`src/design/bmpw_pkg.sv`:
```
// Shared constants, types and field layout for the BMP stream writer.
package bmpw_pkg;

	localparam int unsigned MAX_WIDTH  = 4096;
	localparam int unsigned MAX_HEIGHT = 4096;

	localparam int unsigned DIM_W   = 13;
	localparam int unsigned W_W     = $clog2(MAX_WIDTH + 1);
	localparam int unsigned H_W     = $clog2(MAX_HEIGHT + 1);
	localparam int unsigned COL_W   = (MAX_WIDTH > 1) ? $clog2(MAX_WIDTH) : 1;
	localparam int unsigned ROW_W   = (MAX_HEIGHT > 1) ? $clog2(MAX_HEIGHT) : 1;
	localparam int unsigned LINE_W  = W_W + 2;
	localparam int unsigned IMG_W   = LINE_W + H_W;

	localparam int unsigned CFG_IDX_W  = 8;
	localparam int unsigned CFG_DATA_W = 32;

	localparam logic [CFG_IDX_W-1:0] REG_IMAGE_WIDTH  = CFG_IDX_W'(0);
	localparam logic [CFG_IDX_W-1:0] REG_IMAGE_HEIGHT = CFG_IDX_W'(1);
	localparam logic [CFG_IDX_W-1:0] REG_WRITE_ALPHA  = CFG_IDX_W'(2);

	localparam int unsigned HDR24      = 54;
	localparam int unsigned HDR32      = 122;
	localparam int unsigned HDR_IDX_W  = $clog2((HDR32 + 3) / 4);
	localparam int unsigned HDR_WORDS  = 1 << HDR_IDX_W;
	localparam int unsigned HDR_BYTES  = 4 * HDR_WORDS;
	localparam int unsigned HDR24_LAST = (HDR24 + 3) / 4 - 1;
	localparam int unsigned HDR32_LAST = (HDR32 + 3) / 4 - 1;
	localparam int unsigned HDR24_TAIL = HDR24 - 4 * HDR24_LAST;
	localparam int unsigned HDR32_TAIL = HDR32 - 4 * HDR32_LAST;
	localparam int unsigned FILE_HDR   = 14;

	localparam logic [15:0] SIG_BM      = 16'h4D42;
	localparam logic [31:0] MASK_RED    = 32'h00ff0000;
	localparam logic [31:0] MASK_GREEN  = 32'h0000ff00;
	localparam logic [31:0] MASK_BLUE   = 32'h000000ff;
	localparam logic [31:0] MASK_ALPHA  = 32'hff000000;
	localparam logic [31:0] CS_WIN      = 32'h57696E20;
	localparam logic [31:0] BI_RGB      = 32'd0;
	localparam logic [31:0] BI_BITFIELD = 32'd3;

	typedef struct packed {
		logic [W_W-1:0]   width;
		logic [H_W-1:0]   height;
		logic             alpha;
		logic [COL_W-1:0] width_m1;
		logic [ROW_W-1:0] height_m1;
		logic [1:0]       pad;
		logic [IMG_W-1:0] img_size;
	} cfg_derived_t;

	typedef struct packed {
		logic [31:0] word;
		logic [2:0]  count;
		logic        last;
	} hdr_chunk_t;

	typedef struct packed {
		logic [7:0] blue;
		logic [7:0] green;
		logic [7:0] red;
		logic [7:0] alpha;
	} pixel_t;

	typedef struct packed {
		logic [31:0] bytes;
		logic [2:0]  count;
		logic        last_of_run;
		logic        end_of_file;
	} chunk_t;

	typedef enum logic [1:0] {
		PH_PIX = 2'b01,
		PH_PAD = 2'b10
	} phase_t;

endpackage

```
`src/design/bmpw_pix_if.sv`:
```
// Pixel input channel.
interface bmpw_pix_if;
	logic       valid;
	logic       ready;
	logic [7:0] blue_value;
	logic [7:0] green_value;
	logic [7:0] red_value;
	logic [7:0] alpha_value;

	modport source(output valid, blue_value, green_value, red_value, alpha_value,
		input ready);
	modport sink(input valid, blue_value, green_value, red_value, alpha_value,
		output ready);
endinterface

```
`src/design/bmpw_chunk_if.sv`:
```
// Byte chunk output channel.
interface bmpw_chunk_if;
	logic        valid;
	logic        ready;
	logic [31:0] chunk_bytes;
	logic [2:0]  byte_count;
	logic        last_of_run;
	logic        end_of_file;

	modport source(output valid, chunk_bytes, byte_count, last_of_run, end_of_file,
		input ready);
	modport sink(input valid, chunk_bytes, byte_count, last_of_run, end_of_file,
		output ready);
endinterface

```
`src/design/bmpw_cfg_if.sv`:
```
// Configuration write channel.
interface bmpw_cfg_if;
	logic                             valid;
	logic                             ready;
	logic [bmpw_pkg::CFG_IDX_W-1:0]  index;
	logic [bmpw_pkg::CFG_DATA_W-1:0] data;

	modport source(output valid, index, data, input ready);
	modport sink(input valid, index, data, output ready);
endinterface

```
`src/design/bmpw_cfg.sv`:
```
// Configuration registers and the frame geometry derived from them.
module bmpw_cfg (
	input  logic                   clk,
	input  logic                   arst_n,
	bmpw_cfg_if.sink               cfg,
	output bmpw_pkg::cfg_derived_t geom,
	output logic                   frame_clr
);

	logic [bmpw_pkg::DIM_W-1:0]  width_q;
	logic [bmpw_pkg::DIM_W-1:0]  height_q;
	logic                        alpha_q;
	logic                        wr;
	logic [bmpw_pkg::W_W-1:0]    w_c;
	logic [bmpw_pkg::H_W-1:0]    h_c;
	logic [bmpw_pkg::LINE_W-1:0] pix_bytes;
	logic [bmpw_pkg::LINE_W-1:0] line_bytes;
	bmpw_pkg::cfg_derived_t      geom_q;

	assign cfg.ready = 1'b1;
	assign wr        = cfg.valid && cfg.ready;
	assign frame_clr = wr && (cfg.index == bmpw_pkg::REG_IMAGE_WIDTH ||
		cfg.index == bmpw_pkg::REG_IMAGE_HEIGHT || cfg.index == bmpw_pkg::REG_WRITE_ALPHA);

	always_ff @(posedge clk or negedge arst_n) begin
		if (!arst_n) begin
			width_q  <= bmpw_pkg::DIM_W'(1);
			height_q <= bmpw_pkg::DIM_W'(1);
			alpha_q  <= 1'b0;
		end else if (wr) begin
			unique case (cfg.index)
				bmpw_pkg::REG_IMAGE_WIDTH:  width_q  <= cfg.data[bmpw_pkg::DIM_W-1:0];
				bmpw_pkg::REG_IMAGE_HEIGHT: height_q <= cfg.data[bmpw_pkg::DIM_W-1:0];
				bmpw_pkg::REG_WRITE_ALPHA:  alpha_q  <= cfg.data[0];
				default: ;
			endcase
		end
	end

	always_comb begin
		if (width_q == '0)
			w_c = bmpw_pkg::W_W'(1);
		else if (32'(width_q) > bmpw_pkg::MAX_WIDTH)
			w_c = bmpw_pkg::W_W'(bmpw_pkg::MAX_WIDTH);
		else
			w_c = bmpw_pkg::W_W'(width_q);

		if (height_q == '0)
			h_c = bmpw_pkg::H_W'(1);
		else if (32'(height_q) > bmpw_pkg::MAX_HEIGHT)
			h_c = bmpw_pkg::H_W'(bmpw_pkg::MAX_HEIGHT);
		else
			h_c = bmpw_pkg::H_W'(height_q);

		if (alpha_q)
			pix_bytes = {w_c, 2'b00};
		else
			pix_bytes = {1'b0, w_c, 1'b0} + bmpw_pkg::LINE_W'(w_c);
		line_bytes = (pix_bytes + bmpw_pkg::LINE_W'(3)) & ~bmpw_pkg::LINE_W'(3);
	end

	always_ff @(posedge clk) begin
		geom_q.width     <= w_c;
		geom_q.height    <= h_c;
		geom_q.alpha     <= alpha_q;
		geom_q.width_m1  <= bmpw_pkg::COL_W'(w_c - bmpw_pkg::W_W'(1));
		geom_q.height_m1 <= bmpw_pkg::ROW_W'(h_c - bmpw_pkg::H_W'(1));
		geom_q.pad       <= 2'(line_bytes - pix_bytes);
		geom_q.img_size  <= bmpw_pkg::IMG_W'(line_bytes) * bmpw_pkg::IMG_W'(h_c);
	end

	assign geom = geom_q;

endmodule

```
`src/design/bmpw_hdr.sv`:
```
// File header assembly: selects one four-byte word of the BMP header.
module bmpw_hdr (
	input  bmpw_pkg::cfg_derived_t       geom,
	input  logic [bmpw_pkg::HDR_IDX_W-1:0] idx,
	output bmpw_pkg::hdr_chunk_t         chunk
);

	logic [7:0]  hb    [bmpw_pkg::HDR_BYTES];
	logic [31:0] words [bmpw_pkg::HDR_WORDS];
	logic [31:0] hlen;
	logic [31:0] img;
	logic [31:0] fsize;
	logic [31:0] info_len;
	logic [31:0] w32;
	logic [31:0] h32;
	logic [31:0] comp;
	logic [bmpw_pkg::HDR_IDX_W-1:0] last_idx;

	always_comb begin
		hlen     = geom.alpha ? 32'(bmpw_pkg::HDR32) : 32'(bmpw_pkg::HDR24);
		img      = 32'(geom.img_size);
		fsize    = hlen + img;
		info_len = hlen - 32'(bmpw_pkg::FILE_HDR);
		w32      = 32'(geom.width);
		h32      = 32'(geom.height);
		comp     = geom.alpha ? bmpw_pkg::BI_BITFIELD : bmpw_pkg::BI_RGB;

		for (int i = 0; i < bmpw_pkg::HDR_BYTES; i++) begin
			hb[i] = 8'h00;
		end
		hb[0]  = bmpw_pkg::SIG_BM[7:0];
		hb[1]  = bmpw_pkg::SIG_BM[15:8];
		hb[26] = 8'd1;
		hb[28] = geom.alpha ? 8'd32 : 8'd24;
		for (int k = 0; k < 4; k++) begin
			hb[2 + k]  = fsize[8*k +: 8];
			hb[10 + k] = hlen[8*k +: 8];
			hb[14 + k] = info_len[8*k +: 8];
			hb[18 + k] = w32[8*k +: 8];
			hb[22 + k] = h32[8*k +: 8];
			hb[30 + k] = comp[8*k +: 8];
			hb[34 + k] = img[8*k +: 8];
			if (geom.alpha) begin
				hb[54 + k] = bmpw_pkg::MASK_RED[8*k +: 8];
				hb[58 + k] = bmpw_pkg::MASK_GREEN[8*k +: 8];
				hb[62 + k] = bmpw_pkg::MASK_BLUE[8*k +: 8];
				hb[66 + k] = bmpw_pkg::MASK_ALPHA[8*k +: 8];
				hb[70 + k] = bmpw_pkg::CS_WIN[8*k +: 8];
			end
		end

		for (int i = 0; i < bmpw_pkg::HDR_WORDS; i++) begin
			words[i] = {hb[4*i + 3], hb[4*i + 2], hb[4*i + 1], hb[4*i]};
		end

		last_idx = geom.alpha ? bmpw_pkg::HDR_IDX_W'(bmpw_pkg::HDR32_LAST)
			: bmpw_pkg::HDR_IDX_W'(bmpw_pkg::HDR24_LAST);
		chunk.word = words[idx];
		chunk.last = (idx == last_idx);
		if (chunk.last)
			chunk.count = geom.alpha ? 3'(bmpw_pkg::HDR32_TAIL) : 3'(bmpw_pkg::HDR24_TAIL);
		else
			chunk.count = 3'd4;
	end

endmodule

```
`src/design/bmpw_emit.sv`:
```
// Pixel input register, chunk sequencer, frame counters and output register.
module bmpw_emit (
	input  logic                           clk,
	input  logic                           arst_n,
	bmpw_pix_if.sink                       pix,
	bmpw_chunk_if.source                   chunk,
	input  bmpw_pkg::cfg_derived_t         geom,
	input  logic                           frame_clr,
	input  bmpw_pkg::hdr_chunk_t           hdr,
	output logic [bmpw_pkg::HDR_IDX_W-1:0] hdr_idx
);

	bmpw_pkg::pixel_t              px_s1;
	logic                          vld_s1;
	bmpw_pkg::chunk_t              chunk_s2;
	logic                          vld_s2;
	logic                          hdr_done_q;
	logic [bmpw_pkg::HDR_IDX_W-1:0] hdr_idx_q;
	logic [bmpw_pkg::COL_W-1:0]    col_q;
	logic [bmpw_pkg::ROW_W-1:0]    row_q;
	bmpw_pkg::phase_t              phase_q;

	logic                          out_free;
	logic                          go;
	logic                          consume;
	logic                          row_end;
	logic                          frame_end;
	bmpw_pkg::chunk_t              nxt;
	logic                          hdr_done_n;
	logic [bmpw_pkg::HDR_IDX_W-1:0] hdr_idx_n;
	logic [bmpw_pkg::COL_W-1:0]    col_n;
	logic [bmpw_pkg::ROW_W-1:0]    row_n;
	bmpw_pkg::phase_t              phase_n;

	assign out_free  = !vld_s2 || chunk.ready;
	assign go        = vld_s1 && out_free;
	assign row_end   = (col_q == geom.width_m1);
	assign frame_end = row_end && (row_q == geom.height_m1);
	assign pix.ready = !vld_s1 || consume;
	assign hdr_idx   = hdr_idx_q;

	always_comb begin
		nxt        = '0;
		consume    = 1'b0;
		hdr_done_n = hdr_done_q;
		hdr_idx_n  = hdr_idx_q;
		col_n      = col_q;
		row_n      = row_q;
		phase_n    = phase_q;
		if (go) begin
			if (!hdr_done_q) begin
				nxt.bytes = hdr.word;
				nxt.count = hdr.count;
				if (hdr.last) begin
					hdr_done_n = 1'b1;
					hdr_idx_n  = '0;
				end else begin
					hdr_idx_n = hdr_idx_q + bmpw_pkg::HDR_IDX_W'(1);
				end
			end else begin
				unique case (phase_q)
					bmpw_pkg::PH_PIX: begin
						nxt.bytes = {geom.alpha ? px_s1.alpha : 8'h00, px_s1.red,
							px_s1.green, px_s1.blue};
						nxt.count = geom.alpha ? 3'd4 : 3'd3;
						if (row_end && geom.pad != 2'd0) begin
							phase_n = bmpw_pkg::PH_PAD;
						end else begin
							consume = 1'b1;
						end
					end
					bmpw_pkg::PH_PAD: begin
						nxt.count = {1'b0, geom.pad};
						consume   = 1'b1;
						phase_n   = bmpw_pkg::PH_PIX;
					end
					default: ;
				endcase
			end
		end
		if (consume) begin
			nxt.last_of_run = 1'b1;
			nxt.end_of_file = frame_end;
			if (row_end) begin
				col_n = '0;
				if (frame_end) begin
					row_n      = '0;
					hdr_done_n = 1'b0;
				end else begin
					row_n = row_q + bmpw_pkg::ROW_W'(1);
				end
			end else begin
				col_n = col_q + bmpw_pkg::COL_W'(1);
			end
		end
	end

	always_ff @(posedge clk or negedge arst_n) begin
		if (!arst_n) begin
			vld_s1     <= 1'b0;
			vld_s2     <= 1'b0;
			hdr_done_q <= 1'b0;
			hdr_idx_q  <= '0;
			col_q      <= '0;
			row_q      <= '0;
			phase_q    <= bmpw_pkg::PH_PIX;
		end else begin
			if (pix.valid && pix.ready)
				vld_s1 <= 1'b1;
			else if (consume)
				vld_s1 <= 1'b0;
			if (out_free)
				vld_s2 <= go;
			if (frame_clr) begin
				hdr_done_q <= 1'b0;
				hdr_idx_q  <= '0;
				col_q      <= '0;
				row_q      <= '0;
				phase_q    <= bmpw_pkg::PH_PIX;
			end else begin
				hdr_done_q <= hdr_done_n;
				hdr_idx_q  <= hdr_idx_n;
				col_q      <= col_n;
				row_q      <= row_n;
				phase_q    <= phase_n;
			end
		end
	end

	always_ff @(posedge clk) begin
		if (pix.valid && pix.ready) begin
			px_s1.blue  <= pix.blue_value;
			px_s1.green <= pix.green_value;
			px_s1.red   <= pix.red_value;
			px_s1.alpha <= pix.alpha_value;
		end
		if (go)
			chunk_s2 <= nxt;
	end

	assign chunk.valid       = vld_s2;
	assign chunk.chunk_bytes = chunk_s2.bytes;
	assign chunk.byte_count  = chunk_s2.count;
	assign chunk.last_of_run = chunk_s2.last_of_run;
	assign chunk.end_of_file = chunk_s2.end_of_file;

endmodule

```
`src/design/bmp_stream_writer.sv`:
```
// Top level of the BMP stream writer: pixel stream in, BMP file bytes out.
//
// The pix channel takes one pixel per beat, bottom row first and left to right.
// The chunk channel gives one to four file bytes per beat, first byte in bits 7:0,
// with last_of_run on the final beat caused by a pixel and end_of_file on the
// final beat of the file. The cfg channel writes image width, height and the
// alpha mode; any such write restarts the frame, and is always ready.
// The first chunk of a pixel leaves through the pixel input register and then the output register.
// Unless the receiver stalls, one pixel per cycle is sustained. The first
// pixel of a frame is preceded by 14 header beats (24-bit) or 31 (32-bit), and a
// row whose length is not a multiple of four bytes adds a padding beat;
// during these the single pixel input register holds pix.ready low.
// Reset gives width 1, height 1, 24-bit mode and a fresh frame.
// When the receiver stalls, the output register holds its beat, the input
// register takes one more pixel if it is empty, and pix.ready is low until the beat goes.
module bmp_stream_writer (
	input logic          clk,
	input logic          arst_n,
	bmpw_cfg_if.sink     cfg,
	bmpw_pix_if.sink     pix,
	bmpw_chunk_if.source chunk
);

	bmpw_pkg::cfg_derived_t         geom;
	logic                           frame_clr;
	bmpw_pkg::hdr_chunk_t           hdr;
	logic [bmpw_pkg::HDR_IDX_W-1:0] hdr_idx;

	bmpw_cfg u_cfg (
		.clk       (clk),
		.arst_n    (arst_n),
		.cfg       (cfg),
		.geom      (geom),
		.frame_clr (frame_clr)
	);

	bmpw_hdr u_hdr (
		.geom  (geom),
		.idx   (hdr_idx),
		.chunk (hdr)
	);

	bmpw_emit u_emit (
		.clk       (clk),
		.arst_n    (arst_n),
		.pix       (pix),
		.chunk     (chunk),
		.geom      (geom),
		.frame_clr (frame_clr),
		.hdr       (hdr),
		.hdr_idx   (hdr_idx)
	);

endmodule

```
`src/flat_wrapper.sv`:
```
// flat-port wrapper written by rule: the top's interface ports become plain ports
module bmp_stream_writer_flat 
  (clk, arst_n, cfg_valid, cfg_index, cfg_data, cfg_ready, pix_valid, pix_blue_value, pix_green_value, pix_red_value, pix_alpha_value, pix_ready, chunk_valid, chunk_chunk_bytes, chunk_byte_count, chunk_last_of_run, chunk_end_of_file, chunk_ready);
  bmpw_cfg_if cfg_i ();
  bmpw_pix_if pix_i ();
  bmpw_chunk_if chunk_i ();
  input logic clk;
  input logic arst_n;
  input wire logic [$bits(cfg_i.valid)-1:0] cfg_valid;
  input wire logic [$bits(cfg_i.index)-1:0] cfg_index;
  input wire logic [$bits(cfg_i.data)-1:0] cfg_data;
  output wire logic [$bits(cfg_i.ready)-1:0] cfg_ready;
  input wire logic [$bits(pix_i.valid)-1:0] pix_valid;
  input wire logic [$bits(pix_i.blue_value)-1:0] pix_blue_value;
  input wire logic [$bits(pix_i.green_value)-1:0] pix_green_value;
  input wire logic [$bits(pix_i.red_value)-1:0] pix_red_value;
  input wire logic [$bits(pix_i.alpha_value)-1:0] pix_alpha_value;
  output wire logic [$bits(pix_i.ready)-1:0] pix_ready;
  output wire logic [$bits(chunk_i.valid)-1:0] chunk_valid;
  output wire logic [$bits(chunk_i.chunk_bytes)-1:0] chunk_chunk_bytes;
  output wire logic [$bits(chunk_i.byte_count)-1:0] chunk_byte_count;
  output wire logic [$bits(chunk_i.last_of_run)-1:0] chunk_last_of_run;
  output wire logic [$bits(chunk_i.end_of_file)-1:0] chunk_end_of_file;
  input wire logic [$bits(chunk_i.ready)-1:0] chunk_ready;
  assign cfg_i.valid = cfg_valid;
  assign cfg_i.index = cfg_index;
  assign cfg_i.data = cfg_data;
  assign cfg_ready = cfg_i.ready;
  assign pix_i.valid = pix_valid;
  assign pix_i.blue_value = pix_blue_value;
  assign pix_i.green_value = pix_green_value;
  assign pix_i.red_value = pix_red_value;
  assign pix_i.alpha_value = pix_alpha_value;
  assign pix_ready = pix_i.ready;
  assign chunk_valid = chunk_i.valid;
  assign chunk_chunk_bytes = chunk_i.chunk_bytes;
  assign chunk_byte_count = chunk_i.byte_count;
  assign chunk_last_of_run = chunk_i.last_of_run;
  assign chunk_end_of_file = chunk_i.end_of_file;
  assign chunk_i.ready = chunk_ready;
  bmp_stream_writer u_core (.clk(clk), .arst_n(arst_n), .cfg(cfg_i), .pix(pix_i), .chunk(chunk_i));
endmodule
```
`config.mk`:
```
export PLATFORM = sky130hd
export DESIGN_NAME = bmp_stream_writer_flat
export DESIGN_NICKNAME = d
export VERILOG_FILES = /design/src/design/bmpw_pkg.sv /design/src/design/bmpw_pix_if.sv /design/src/design/bmpw_chunk_if.sv /design/src/design/bmpw_cfg_if.sv /design/src/design/bmpw_cfg.sv /design/src/design/bmpw_hdr.sv /design/src/design/bmpw_emit.sv /design/src/design/bmp_stream_writer.sv /design/src/flat_wrapper.sv
export SDC_FILE = /design/constraint.sdc
export NUM_CORES = 1
export LEC_CHECK = 0
export BUFFER_PORTS_ARGS = -buffer_cell sky130_fd_sc_hd__buf_4
export CAP_MARGIN = 20
export CORE_MARGIN = 5
export CORE_UTILIZATION = 45
export DETAILED_ROUTE_END_ITERATION = 8
export PLACE_DENSITY = 0.6
export SYNTH_ARGS = -nofsm -noshare
export SYNTH_HDL_FRONTEND = slang
export SYNTH_SLANG_ARGS = --single-unit
```
`constraint.sdc`:
```
create_clock -name clk -period 16.7 [get_ports clk]
set_clock_uncertainty 0.2 [all_clocks]
set_input_delay 1.67 -clock clk [delete_from_list [all_inputs] [get_ports clk]]
set_output_delay 1.67 -clock clk [all_outputs]
set_load 0.005 [all_outputs]
```
==> results of run 1 <==
==> cell usage after synthesis (all sizes together), types with 6 or more instances <==
master | count | area [um^2]
buf | 8 | 43.8
nor2 | 158 | 593
nor2b | 16 | 100
a31oi | 9 | 56.3
a21oi | 91 | 455
xor2 | 30 | 270
inv | 206 | 773
and2 | 21 | 131
dfxtp | 79 | 1580
nand2 | 161 | 604
edfxtp | 69 | 2070
nor4 | 11 | 83.8
o21ai | 60 | 304
nand4 | 20 | 125
a21o | 16 | 120
clkbuf | 54 | 203
nand2b | 22 | 138
a221o | 10 | 100
o21a | 10 | 75.1
and3 | 29 | 181
dfrtp | 58 | 1450
mux2 | 34 | 383
mux2i | 7 | 70.1
or2 | 6 | 37.5
xnor2 | 79 | 692
or3 | 10 | 62.6
nor3b | 6 | 45.0
fa | 123 | 2460
ha | 113 | 1410
o31ai | 9 | 67.6
nor3 | 25 | 130
nand3 | 34 | 175
==> area by class of cell <==
class / instances / area, um^2
Antenna cell: 1 / 2.50
Clock inverter: 11 / 109
Fill cell: 3223 / 16800
Clock buffer: 33 / 704
Sequential cell: 209 / 5180
Timing Repair Buffer: 110 / 826
Tap cell: 455 / 569
Multi-Input combinational cell: 1188 / 9610
Inverter: 210 / 788
==> power by group through the flow <==
stage          Clock [mW]  Sequential, mW  Combinational (mW)
5_1_grt             0.565           0.710               0.642
2_1_floorplan           0           0.687               0.392
4_1_cts             0.542           0.698               0.575
3_5_place_dp            0           0.708               0.571
3_3_place_gp            0           0.707               0.565
6_report            0.530           0.698               0.573
==> layout by cell type (no fill, tap or decap), drive strengths merged, types with 5 or more instances in the layout <==
cell type and n:
clkbuf 33, nor2 158, nor2b 16, o31ai 9
edfxtp 69, nor3b 6, mux2i 7, o22ai 5
o21a 10, a21o 16, o21ai 60, clkinv 12
and3 29, a31oi 9, a21oi 91, or3 10
o221ai 5, xor2 30, or2 6, fa 123
inv 207, dfxtp 79, nor3 25, nand3 34
nand2b 22, ha 113, buf 110, and2 21
dfrtp 58, nand4 20, o211ai 5, a221o 10
xnor2 79, nor4 11, nand2 161, mux2 34
==> sequential cells by signal (all words and copies together) (netlist names), 2 cells and up <==
register	count
u_core.u_emit.hdr_idx	5
u_core.u_cfg.height_q	13
u_core.u_emit.chunk.byte_count	3
u_core.u_emit.phase_q	2
u_core.u_emit.px_s1	32
u_core.u_cfg.width_q	13
u_core.u_cfg.geom	79
u_core.u_emit.chunk.chunk_bytes	32
u_core.u_emit.row_q	12
u_core.u_emit.col_q	12
==> metrics by stage <==
step / std cells / total power [mW] / setup WS (ns) / utilization / area, um^2
CTS: 2216 / 1.82 / 6.80 / 0.514 / 17800
detailed placement: 2172 / 1.28 / 6.85 / 0.490 / 17000
floorplan: 1669 / 1.08 / 7.91 / - / 15800
finish: 2217 / 1.80 / 6.77 / 0.514 / 17800
global route: 2216 / 1.92 / 6.22 / 0.514 / 17800
global placement: 2172 / 1.27 / 6.91 / 0.490 / 17000
==> cells by family after synthesis <==
group / share of synthesized area
xor gates and xnor gates: 0.0608
muxes: 0.0286
other: 0.000237
and+or+nand+nor: 0.162
DFF: 0.328
buffers and inverters: 0.0654
AOI/OAI and AO/OA: 0.110
adders and majority gates: 0.245
==> worst paths after layout <==
kind,startpoint,to,slack [ns],depth (start not counted)
setup / recovery,u_core.u_cfg.width_q[12]$_DFFE_PN0P_,u_core.u_cfg.geom[27]$_DFF_P_,6.77,29
hold / removal,u_core.u_emit.vld_s1$_DFFE_PN0P_,u_core.u_emit.chunk.valid$_DFFE_PN0N_,0.29,1
setup reg to reg,u_core.u_cfg.width_q[12]$_DFFE_PN0P_,u_core.u_cfg.geom[27]$_DFF_P_,6.77,29
hold reg to reg,u_core.u_emit.vld_s1$_DFFE_PN0P_,u_core.u_emit.chunk.valid$_DFFE_PN0N_,0.29,1
max in group asynchronous,arst_n,u_core.u_emit.row_q[7]$_DFFE_PN0P_,14.77,1
min in group asynchronous,arst_n,u_core.u_cfg.height_q[4]$_DFFE_PN0P_,1.01,1
==> worst max-delay path: cells and delay by family, from the launching register on <==
kind / cells / cell delay, ns
AO/OA/AOI/OAI: 10 / 3.02
XOR/XNOR: 2 / 0.60
adder cells (fa/ha/maj): 7 / 3.34
buffers and inverters: 5 / 0.41
flip-flops: 1 / 0.70
AND/OR/NAND/NOR: 5 / 1.58
==> metal layers <==
metal | vias up | GRT usage | wire, um
li1 | 5718 | - | -
met1 | 5895 | 0.299 | 18600
met2 | 349 | 0.331 | 17800
met3 | 55 | 0.0302 | 2620
met4 | 0 | 0.0380 | 645
met5 | - | 0 | 0
==> impl_summary.txt, run 1 <==
----------------------------------------------------
[Clock tree]
  Post_cts resized ... 0
  Root Driver ... sky130_fd_sc_hd__clkbuf_16
  TritonCTS clock tree ... yes
  Clock slew at the register clock pins of the worst setup and hold paths ... about 0.080 ns
  Post-CTS setup-driven buffer insertion count ... 0
  Number of levels in the clock H-tree ... 1
  Clk Latency, worst-skew pair ... around 0.55 ns
  Longest Clk Path Bufs ... 3
  Sink Count ... roughly 210
  Number of hold buffers added after CTS ... 0
  TritonCTS Buffers ... 24

[Die]
  Die Footprint ... roughly 39,000 um^2
  Starting Density ... 0.457
  Row Count ... 68
  Vertical extent of the die ... approximately 200 um
  Number of top-level pins ... 117
  Horizontal die dimension ... 197 um
  Floorplan Core Area ... roughly 35,000 um^2

[Place]
  Port Buf Inserts ... 96
  Routability cong. ... approximately 0.87
  HPWL Detailed ... between 30,000 and 40,000 um

[Synth]
  Fraction of registers with async set or reset after synthesis ... 0.292
  Seq/Total Area, Yosys ... 0.328
  Dominant synthesized flop cell ... sky130_fd_sc_hd__dfxtp_1
  Average cell area after synthesis ... ~9.5 um^2
  Flops & latches, synth ... 209
  Post-Synthesis Net Count ... between 1,500 and 2,000
  Number of cells produced by synthesis ... between 1,500 and 2,000
  Yosys synthesis warning count ... 0
  Distinct cell type count after synthesis ... 82
  Post-synth EDFFs ... between 60 and 70
  Post-Synthesis Cell Area ... roughly 16,000 um^2

[STA]
  Final setup viols ... 0
  Final Hold Vio Count ... 0
  Final sum of negative setup slack ... 0 ns
  Min Clock Period, post-route ... 9.93 ns
  Count of final max-slew check failures ... 0
  Slew of the pin with the lowest slew margin ... 1.04 ns
  Fin Hold WS ... roughly 0.29 ns
  RSZ-0062 raised after global routing ... false
  Highest Clock Rate ... slightly above 0.1 GHz
  Period utilization ... 0.594
  Relative slew slack ... 0.304

[Drt]
  Total Routed Length ... slightly below 40,000 um
  Routed via count ... 12,000
  Post-route ant nets ... 0
  Iteration-0 DRC Markers ... slightly below 900
  Routed length per instance ... ~18 um
  Detailed-router iteration count before antenna repair ... 5
  Post-route DRC ... 0
  Ratio of routed vias to standard cells ... roughly 5.4

[Global route]
  Vias in the first global route ... approximately 12,000
  Global-route wire length before repair ... approximately 65,000 um
  Number of antenna violations at the first check in global routing ... 1
  GR Overflow Total ... 0
  Global-route total usage across every layer ... 0.205
  Maximum number of pins on one net before global-route repair ... 62

[Setup path]
  Highest-delay cell along the critical path ... sky130_fd_sc_hd__dfrtp_1
  Required time of the worst setup path ... 16.97 ns
  CP arrival ... just over 10 ns
  Crit Path Max Fanout ... 20
  Worst setup EP type ... register
  Critical path class ... register to register
  Critical Path Start Type ... register
  Delay of the slowest cell on the worst path ... around 0.7 ns

[Pwr]
  IR Drop Worst-Case VDD ... between 0.08 and 0.09 mV
  Switching power ... 0.632 mW
  Internal power ... 1.17 mW
  Part of the total power dissipated in sequential elements ... 0.388
  Part of the total power dissipated in the clock network ... 0.294
  Power per standard cell area ... 101 nW/um^2
  Leakage power of the design ... 8.24 nW
  Part of the power in combinational logic ... 0.318
  Switching Fraction ... 0.351

[Job]
  Max capacitance violation total ... 0

[Cells and area]
  Synthesis-to-finish area growth ... 12.5%
  Net count reported at finish ... slightly above 2,000
  Fraction of layout cells with a size suffix above 1 ... 0.119

[Outcome]
  Result of the run ... finished clean

[Worst hold path]
  Hold Path Class ... register to register

----------------------------------------------------
No activity file was read; power rests on OpenSTA's default activity.
==> run 2: changes to the inputs <==
- PLACE_DENSITY: 0.6 -> 0.63
- clock period: 16.7 -> 8.33 ns (I/O delays scaled with it)
==> run 2 against run 1 <==
  * The flow now finishes with violations (negative setup slack)
  * Fmax grew 17%
  * First-iteration DRC count shrank 21%
  * Critical path depth grew 4
  * Sequential power grew 100%
  * Clock-buffer cell count is the same
  * Non-clock buffer count grew 166
  * Clock power grew 89%
  * Critical path type unchanged
  * Largest power group unchanged
==> impl_summary.txt, run 2 (same netlist as run 1, synthesis figures left out) <==
----------------------------------------------------
[Die]
  Vertical extent of the die ... a little under 200 um
  Floorplan Core Area ... between 30,000 and 40,000 um^2
  Horizontal die dimension ... between 150 and 200 um
  Starting Density ... 0.457
  Row Count ... ~70
  Number of top-level pins ... 117
  Die Footprint ... between 30,000 and 40,000 um^2

[Global route]
  Number of antenna violations at the first check in global routing ... 0
  Global-route total usage across every layer ... 0.215
  Vias in the first global route ... between 10,000 and 15,000
  Maximum number of pins on one net before global-route repair ... a little over 60
  Global-route wire length before repair ... between 60,000 and 70,000 um
  GR Overflow Total ... 0

[Cells and area]
  Net count reported at finish ... roughly 2,200
  Most used cells in the layout excluding fill and tap cells ... sky130_fd_sc_hd__buf_4, sky130_fd_sc_hd__inv_1, sky130_fd_sc_hd__nand2_1
  Diode count ... 0
  Synthesis-to-finish area growth ... 22.5%
  Most common cell after layout, fill and taps aside ... sky130_fd_sc_hd__buf_4
  Fraction of layout cells with a size suffix above 1 ... 0.228
  Post-Layout Cell Count ... ~2,400
  Max FFs per register ... 79

[Clock tree]
  Clock slew at the register clock pins of the worst setup and hold paths ... approximately 0.07 ns
  Longest Clk Path Bufs ... 3
  Number of levels in the clock H-tree ... 1
  TritonCTS clock tree ... yes
  TritonCTS Buffers ... 24
  Clk Latency, worst-skew pair ... around 0.54 ns
  Sink Count ... between 200 and 250
  Root Driver ... sky130_fd_sc_hd__clkbuf_16
  Number of hold buffers added after CTS ... 0

[Setup path]
  Critical path class ... register to register
  Worst setup EP type ... register
  Required time of the worst setup path ... 8.60 ns
  Crit Path Max Fanout ... 4
  CP bufs+invs ... 7
  CP arrival ... 8.76 ns
  Critical Path Start Type ... register
  Gate family responsible for the most delay along the worst path ... adder cells
  Highest-delay cell along the critical path ... sky130_fd_sc_hd__fa_2
  Cell occurring most often along the worst timing path ... sky130_fd_sc_hd__fa_1
  Delay of the slowest cell on the worst path ... around 0.58 ns

[Pwr]
  Final total power ... 3.68 mW
  Switching power ... approximately 1.3 mW
  Part of the power in combinational logic ... 0.346
  Part of the total power dissipated in sequential elements ... 0.381
  Leakage power of the design ... 9.07 nW
  Part of the total power dissipated in the clock network ... 0.272
  Power per standard cell area ... between 150 and 200 nW/um^2
  Switching Fraction ... 0.351
  Internal power ... 2.39 mW
  IR Drop Worst-Case VDD ... 0.183 mV

[STA]
  Min Clock Period, post-route ... roughly 8.5 ns
  RSZ-0062 raised after global routing ... true
  Final setup slack of the worst path ... -0.160 ns
  Final setup viols ... 2
  Relative slew slack ... 0.304
  Final Hold Vio Count ... 0
  Count of final max-slew check failures ... 0
  Slew of the pin with the lowest slew margin ... between 1 and 1.5 ns
  Highest Clock Rate ... ~0.12 GHz
  Period utilization ... 1.02

[Drt]
  Post-route DRC ... 0
  Iteration-0 DRC Markers ... approximately 690
  Routed via count ... approximately 13,000
  Post-route ant nets ... 0
  Routed length per instance ... ~17 um
  Total Routed Length ... 41,200 um
  Detailed-router iteration count before antenna repair ... 8
  Ratio of routed vias to standard cells ... between 5 and 6

[Place]
  Routability cong. ... ~0.88
  Port Buf Inserts ... between 90 and 100
  Placed cell count ... between 2,000 and 2,500
  HPWL Detailed ... roughly 32,000 um

[Outcome]
  Violated checks ... negative setup slack
  Result of the run ... complete, but fails checks

[Job]
  Max capacitance violation total ... 0

[Worst hold path]
  Hold Path Class ... input port to async pin

----------------------------------------------------
run 2: cell count changes in the layout (fill, tap and decap cells not counted), sizes merged:
cell,delta
buf,+166
clkinvlp,+2
bufinv,-1
clkinv,-1
diode,-1
run 2: cell type report:
type	count	area, um^2
timing repair buffer	276	2090
fill	3065	15300
clock buffer	33	684
clock inverter	11	75.1
multi-input combinational	1188	9970
sequential	209	5180
inverter	210	788
tap	455	569
run 2: power groups by stage:
stage	combinational [mW]	sequential [mW]	clock [mW]
6_report	1.27	1.40	1.00
5_1_grt	1.41	1.42	1.07
4_1_cts	1.26	1.40	1.03
3_5_place_dp	1.24	1.42	0
3_3_place_gp	1.21	1.42	0
2_1_floorplan	0.791	1.38	0
run 2: through the flow:
step,instance area (um^2),utilization,hold WS [ns],setup WS [ns],TNS (ns)
6_report,19400,0.559,0.195,-0.160,-0.302
5_1_grt,19400,0.559,0.244,-0.485,-1.48
4_1_cts,19100,0.551,0.190,-0.134,-0.224
3_5_place_dp,18200,0.525,0.317,-0.336,-1.25
3_3_place_gp,18200,0.525,0.309,-0.235,-0.731
2_1_floorplan,15900,-,0.181,0.0165,0
run 2: routing by layer:
metal | share of wire | global-route usage | wire length, um
met5 | 0 | 0 | 0
met4 | 0.024 | 0.0550 | 998
met3 | 0.056 | 0.0305 | 2330
met2 | 0.46 | 0.354 | 19100
met1 | 0.46 | 0.300 | 18800
run 2: worst paths after layout:
kind | startpoint | end | slack [ns] | cells past startpoint
min in group clk | pix_red_value[2] | u_core.u_emit.px_s1[10]$_DFFE_PP_ | 0.27 | 1
worst min-delay path | arst_n | u_core.u_cfg.height_q[4]$_DFFE_PN0P_ | 0.19 | 1
worst max register to register | u_core.u_cfg.width_q[2]$_DFFE_PN0P_ | u_core.u_cfg.geom[27]$_DFF_P_ | -0.16 | 33
max in group asynchronous | arst_n | u_core.u_cfg.width_q[12]$_DFFE_PN0P_ | 7.18 | 1
worst max-delay path | u_core.u_cfg.width_q[2]$_DFFE_PN0P_ | u_core.u_cfg.geom[27]$_DFF_P_ | -0.16 | 33
worst min register to register | u_core.u_emit.vld_s1$_DFFE_PN0P_ | u_core.u_emit.chunk.valid$_DFFE_PN0N_ | 0.33 | 1
run 2: what timing repair did:
item | CTS | global route
pin swaps | 37 | 44
setup buffers | 10 | 12
endpoints found under the setup margin | 6 | 9
gates resized for setup | 20 | 50
